==> src/hdl/mbcb_pkg.sv <==
package mbcb_pkg;

   localparam int CFG_W       = 11;
   localparam int CFG_MAX     = (1 << CFG_W) - 1;
   localparam int BYTE_W      = 8;
   localparam int ADDR_W      = 17;
   localparam int CSR_IDX_W   = 3;
   localparam int MAX_DIM_DEF = 1024;
   localparam int QUEUE_DEPTH = 4;

   localparam logic [CFG_W-1:0] DEST_WIDTH_RST  = 11'd320;
   localparam logic [CFG_W-1:0] DEST_HEIGHT_RST = 11'd200;
   localparam logic [CFG_W-1:0] COPY_WIDTH_RST  = 11'd8;
   localparam logic [CFG_W-1:0] COPY_HEIGHT_RST = 11'd1;
   localparam logic [CFG_W-1:0] POS_X_RST       = 11'd0;
   localparam logic [CFG_W-1:0] POS_Y_RST       = 11'd0;

   typedef enum logic [CSR_IDX_W-1:0] {
      REG_DEST_WIDTH  = 3'd0,
      REG_DEST_HEIGHT = 3'd1,
      REG_COPY_WIDTH  = 3'd2,
      REG_COPY_HEIGHT = 3'd3,
      REG_POS_X       = 3'd4,
      REG_POS_Y       = 3'd5
   } reg_index_type;

   typedef struct packed {
      logic [ADDR_W-1:0] addr;
      logic [BYTE_W-1:0] data;
      logic [BYTE_W-1:0] mask;
   } write_type;

   // one classified source byte: one or two writes, w0 goes out first
   typedef struct packed {
      logic      two;
      logic      last;
      write_type w0;
      write_type w1;
   } job_type;

   typedef struct packed {
      logic    valid;
      job_type job;
   } head_type;

   // saturate a dimension register to 1..maxd
   function automatic logic [CFG_W-1:0] clamp_dim(input logic [CFG_W-1:0] v,
                                                  input int unsigned maxd);
      logic [CFG_W-1:0] res;
      res = v;
      if (v == '0) begin
         res = CFG_W'(1);
      end else if (32'(v) > maxd) begin
         res = CFG_W'(maxd);
      end
      return res;
   endfunction

endpackage

==> src/hdl/mbcb_queue.sv <==
module mbcb_queue import mbcb_pkg::*; (
   input  logic     clock,
   input  logic     reset,
   input  logic     push,
   input  job_type  push_job,
   output logic     full,
   input  logic     pop,
   output head_type head
);

   localparam int PTR_W = $clog2(QUEUE_DEPTH);
   localparam int CNT_W = $clog2(QUEUE_DEPTH + 1);

   job_type          entry_ff [QUEUE_DEPTH];
   logic [PTR_W-1:0] wptr_ff, wptr_in, rptr_ff, rptr_in;
   logic [CNT_W-1:0] count_ff, count_in;
   logic             do_pop;

   assign full       = count_ff == CNT_W'(QUEUE_DEPTH);
   assign head.valid = count_ff != '0;
   assign head.job   = entry_ff[rptr_ff];
   assign do_pop     = pop && head.valid;

   always_comb begin
      wptr_in  = push ? wptr_ff + PTR_W'(1) : wptr_ff;
      rptr_in  = do_pop ? rptr_ff + PTR_W'(1) : rptr_ff;
      count_in = count_ff;
      if (push && !do_pop) begin
         count_in = count_ff + CNT_W'(1);
      end else if (!push && do_pop) begin
         count_in = count_ff - CNT_W'(1);
      end
   end

   always_ff @(posedge clock) begin
      if (reset) begin
         wptr_ff  <= '0;
         rptr_ff  <= '0;
         count_ff <= '0;
      end else begin
         wptr_ff  <= wptr_in;
         rptr_ff  <= rptr_in;
         count_ff <= count_in;
      end
   end

   always_ff @(posedge clock) begin
      if (push) begin
         entry_ff[wptr_ff] <= push_job;
      end
   end

endmodule

==> config.mk <==
export PLATFORM = sky130hd
export DESIGN_NAME = mbcb_queue
export DESIGN_NICKNAME = d
export VERILOG_FILES = /design/src/hdl/mbcb_pkg.sv /design/src/hdl/mbcb_queue.sv
export SDC_FILE = /design/constraint.sdc
export NUM_CORES = 1
export LEC_CHECK = 0
export ABC_AREA = 0
export BUFFER_PORTS_ARGS = -buffer_cell sky130_fd_sc_hd__clkbuf_2
export CAP_MARGIN = 10
export CORE_MARGIN = 2
export CORE_UTILIZATION = 35
export CTS_BUF_LIST = sky130_fd_sc_hd__clkbuf_16
export DETAILED_ROUTE_END_ITERATION = 10
export GPL_TIMING_DRIVEN = 0
export SYNTH_ARGS = -nofsm -noshare
export SYNTH_HDL_FRONTEND = slang
export SYNTH_SLANG_ARGS = --single-unit
==> constraint.sdc <==
create_clock -name clock -period 2.9 [get_ports clock]
set_clock_uncertainty 0.1 [all_clocks]
set_input_delay 0 -clock clock [delete_from_list [all_inputs] [get_ports clock]]
set_output_delay 0 -clock clock [all_outputs]
set_load 0.01 [all_outputs]
==> impl_metrics.sql <==
INSERT INTO impl_metrics (metric_group, metric, value, unit) VALUES
('outcome', 'run_status', 'completed', ''),
('worst_setup_path', 'cp_slowest_cell', 'sky130_fd_sc_hd__o31ai_1', ''),
('cells_and_area', 'fillers', '2419', ''),
('power', 'seq_power_share', '0.456', ''),
('placed_design', 'place_worst_setup_slack', '637.6', 'ps'),
('logic_synthesis', 'top_cell_type_by_total_area_after_synthesis', 'sky130_fd_sc_hd__edfxtp_1', ''),
('worst_setup_path', 'critical_path_class', 'flop to flop', ''),
('power', 'switching_part_of_the_total', '0.2469', ''),
('sta', 'worst_pin_slew', '674.2', 'ps'),
('routing', 'wl_met1', '7.668', 'mm'),
('cells_and_area', 'flow.area_growth_from_synthesis', '27.78', '%'),
('logic_synthesis', 'synth_top_cells_by_area', 'sky130_fd_sc_hd__edfxtp_1 79%, sky130_fd_sc_hd__mux4_2 15%, sky130_fd_sc_hd__dfxtp_1 1.8%', ''),
('sta', 'maxSlewViolCount', '0', ''),
('clock_tree', 'clock_transition_time_at_the_flip_flop_clock_pins_of_the_worst_setup_and_hold_paths', '60', 'ps'),
('sta', 'min_period', '2283', 'ps'),
('routing', 'vias', '4805', ''),
('sta', 'postLayoutSetupSlackWorst', '617.2', 'ps'),
('sta', 'clock.fmax', '438.1', 'MHz'),
('die', 'fp.dieArea', '30740', 'um^2'),
('power', 'power.ir.vdd_worst', '592.3', 'uV'),
('cells_and_area', 'insertedDiodeCount', '0', ''),
('worst_setup_path', 'timing.rr.start', 'count_ff[0]$_SDFFE_PP0P_', ''),
('routing', 'top_layer', 'met4', ''),
('routing', 'route.detailed.drc', '0', ''),
('global_route', 'number_of_antenna_violations_at_the_first_check_in_global_routing', '0', ''),
('clock_tree', 'post_cts_hold_buffer_count', '72', ''),
('logic_synthesis', 'post_synth.cell_area_avg', '25.69', 'um^2'),
('logic_synthesis', 'netlist_instances', '400', ''),
('sta', 'tns_setup', '0', 'ps'),
('routing', 'detailed_route_wirelength_on_metal2', '9.815', 'mm'),
('power', 'clkPwrFrac', '0.320', ''),
('min_path', 'timing.hold.worst.class', 'input pin to flop', ''),
('placed_design', 'gp_congestion', '0.7183', ''),
('global_route', 'grt_usage', '0.1254', ''),
('die', 'floorplan.io_pins', '142', ''),
('logic_synthesis', 'syn-cell-area', '10270', 'um^2'),
('placed_design', 'hpwl', '11.88', 'mm'),
('cells_and_area', 'area.sequential', '8348', 'um^2'),
('global_route', 'grt_pass1_wl', '29.68', 'mm'),
('worst_setup_path', 'worstPathRequired', '3270', 'ps'),
('min_path', 'holdCritStartpoint', 'push_job[56]', ''),
('logic_synthesis', 'synth_sequential_area_ratio', '0.8125', ''),
('power', 'leakage_power', '0.004499', 'uW'),
('die', 'start_util', '0.3570', ''),
('die', 'chipWidth', '175.3', 'um'),
('placed_design', 'count_of_input_and_output_buffers', '140', ''),
('logic_synthesis', 'ys_warns', '0', ''),
('power', 'internal_power', '7853', 'uW'),
('cells_and_area', 'multi_input_comb_area', '1785', 'um^2'),
('sta', 'period_share', '0.7872', ''),
('worst_setup_path', 'setup.worst_path.start', 'count_ff[0]$_SDFFE_PP0P_', ''),
('logic_synthesis', 'flip_flop_and_latch_count_after_synthesis', '281', ''),
('logic_synthesis', 'ys_types', '22', ''),
('worst_setup_path', 'cp.buffers_inverters', '1', ''),
('worst_setup_path', 'cp-end-kind', 'flop', ''),
('clock_tree', 'post-cts-setup-buffer-count', '0', ''),
('power', 'power.density_cell_area', '794.2', 'nW/um^2'),
('sta', 'setup_viol', '0', ''),
('clock_tree', 'worstSkewPairLatency', '540', 'ps'),
('power', 'total_power', '10430', 'uW'),
('clock_tree', 'tritoncts', 'yes', ''),
('sta', 'slew-limit-headroom', '0.5505', ''),
('routing', 'wl_per_cell', '18.16', 'um'),
('flow_run', 'max_capacitance_violation_total', '0', ''),
('logic_synthesis', 'synth.net_count', '478', ''),
('global_route', 'grt_max_degree', '36', ''),
('routing', 'detailedRoute.firstIterationViolations', '238', ''),
('die', 'floorplan.die.height', '175.3', 'um'),
('global_route', 'grt-ovfl-total', '0', ''),
('die', 'coreArea', '28780', 'um^2'),
('routing', 'first_pass_iters', '6', '');
[flip-flops by register name, indices dropped and copies added (netlist names), named ones only]
| signal | flops |
|---|---|
| count_ff | 3 |
| wptr_ff | 2 |
| rptr_ff | 2 |
| entry_ff | 272 |
[power groups by stage]
stage	sequential, uW	clock (uW)	combinational (uW)
after floorplan	4830	0	1530
after CTS	4750	3450	2420
after global routing	4770	3600	2550
after global placement	4840	0	2290
final	4750	3340	2330
after detailed placement	4840	0	2330
[cells in the final DEF, fill, tap and decap left out, types with 7 or more instances in the layout]
| master | instances |
|---|---|
| sky130_fd_sc_hd__inv_1 | 9 |
| sky130_fd_sc_hd__mux4_2 | 68 |
| sky130_fd_sc_hd__clkbuf_16 | 29 |
| sky130_fd_sc_hd__buf_12 | 7 |
| sky130_fd_sc_hd__dlygate4sd3_1 | 72 |
| sky130_fd_sc_hd__clkinv_1 | 11 |
| sky130_fd_sc_hd__nor2_1 | 7 |
| sky130_fd_sc_hd__dfxtp_1 | 9 |
| sky130_fd_sc_hd__edfxtp_1 | 272 |
| sky130_fd_sc_hd__clkbuf_2 | 140 |
[kinds of logic after synthesis]
family,count (synthesis),share of synthesized area
flops,281,0.8125
simple gates,14,0.006941
mux,70,0.1510
fa+ha+maj,6,0.008037
xor+xnor,5,0.004262
buf+inv,20,0.01474
compound gates,4,0.002557
[per-stage QoR]
step | area [um^2] | std cells | util | hold slack (ps)
after global routing | 13130 | 1050 | 0.4562 | 118.3
final | 13130 | 1050 | 0.4562 | 121.4
after floorplan | 10270 | 400 | - | -1.131
after CTS | 13130 | 1050 | 0.4562 | 96.62
after detailed placement | 11550 | 928 | 0.4012 | 122.5
after global placement | 11460 | 924 | 0.3981 | 112.0
[final cells by class]
class	count	area share
timing repair buffer	216	0.1144
clock buffer	29	0.05528
multi-input combinational	99	0.1360
clock inverter	21	0.01039
buffer	17	0.01067
tap	384	0.03660
sequential	281	0.6359
inverter	3	0.0008577
[final timing paths]
kind / cells past startpoint / slack (ps) / end
setup reg to reg: 7 / 620 / count_ff[2]$_SDFFE_PP0P_
setup / recovery: 7 / 620 / count_ff[2]$_SDFFE_PP0P_
hold / removal: 2 / 120 / entry_ff[2][56]$_DFFE_PP_
hold reg to reg: 2 / 430 / count_ff[2]$_SDFFE_PP0P_
[cell usage after synthesis]
library cell               count
sky130_fd_sc_hd__o311ai_0      1
sky130_fd_sc_hd__a21oi_1       1
sky130_fd_sc_hd__inv_1         3
sky130_fd_sc_hd__o31ai_1       1
sky130_fd_sc_hd__ha_1          5
sky130_fd_sc_hd__xnor2_1       1
sky130_fd_sc_hd__clkbuf_1      5
sky130_fd_sc_hd__fa_1          1
sky130_fd_sc_hd__edfxtp_1    272
sky130_fd_sc_hd__nor3b_1       1
sky130_fd_sc_hd__o21ai_0       1
sky130_fd_sc_hd__mux4_2       68
sky130_fd_sc_hd__or3_1         2
sky130_fd_sc_hd__buf_4         4
sky130_fd_sc_hd__mux2i_1       2
sky130_fd_sc_hd__buf_12        3
sky130_fd_sc_hd__and2_1        4
sky130_fd_sc_hd__buf_6         1
sky130_fd_sc_hd__dfxtp_1       9
sky130_fd_sc_hd__buf_2         4
sky130_fd_sc_hd__nor2_1        7
sky130_fd_sc_hd__xor2_1        4
[metal layers]
layer / vias up / track usage
li1: 2205 / -
met1: 2449 / 0.1516
met2: 121 / 0.2229
met3: 30 / 0.03355
met4: 0 / 0.03160
met5: - / 0
(Power assumes the default switching activity.)
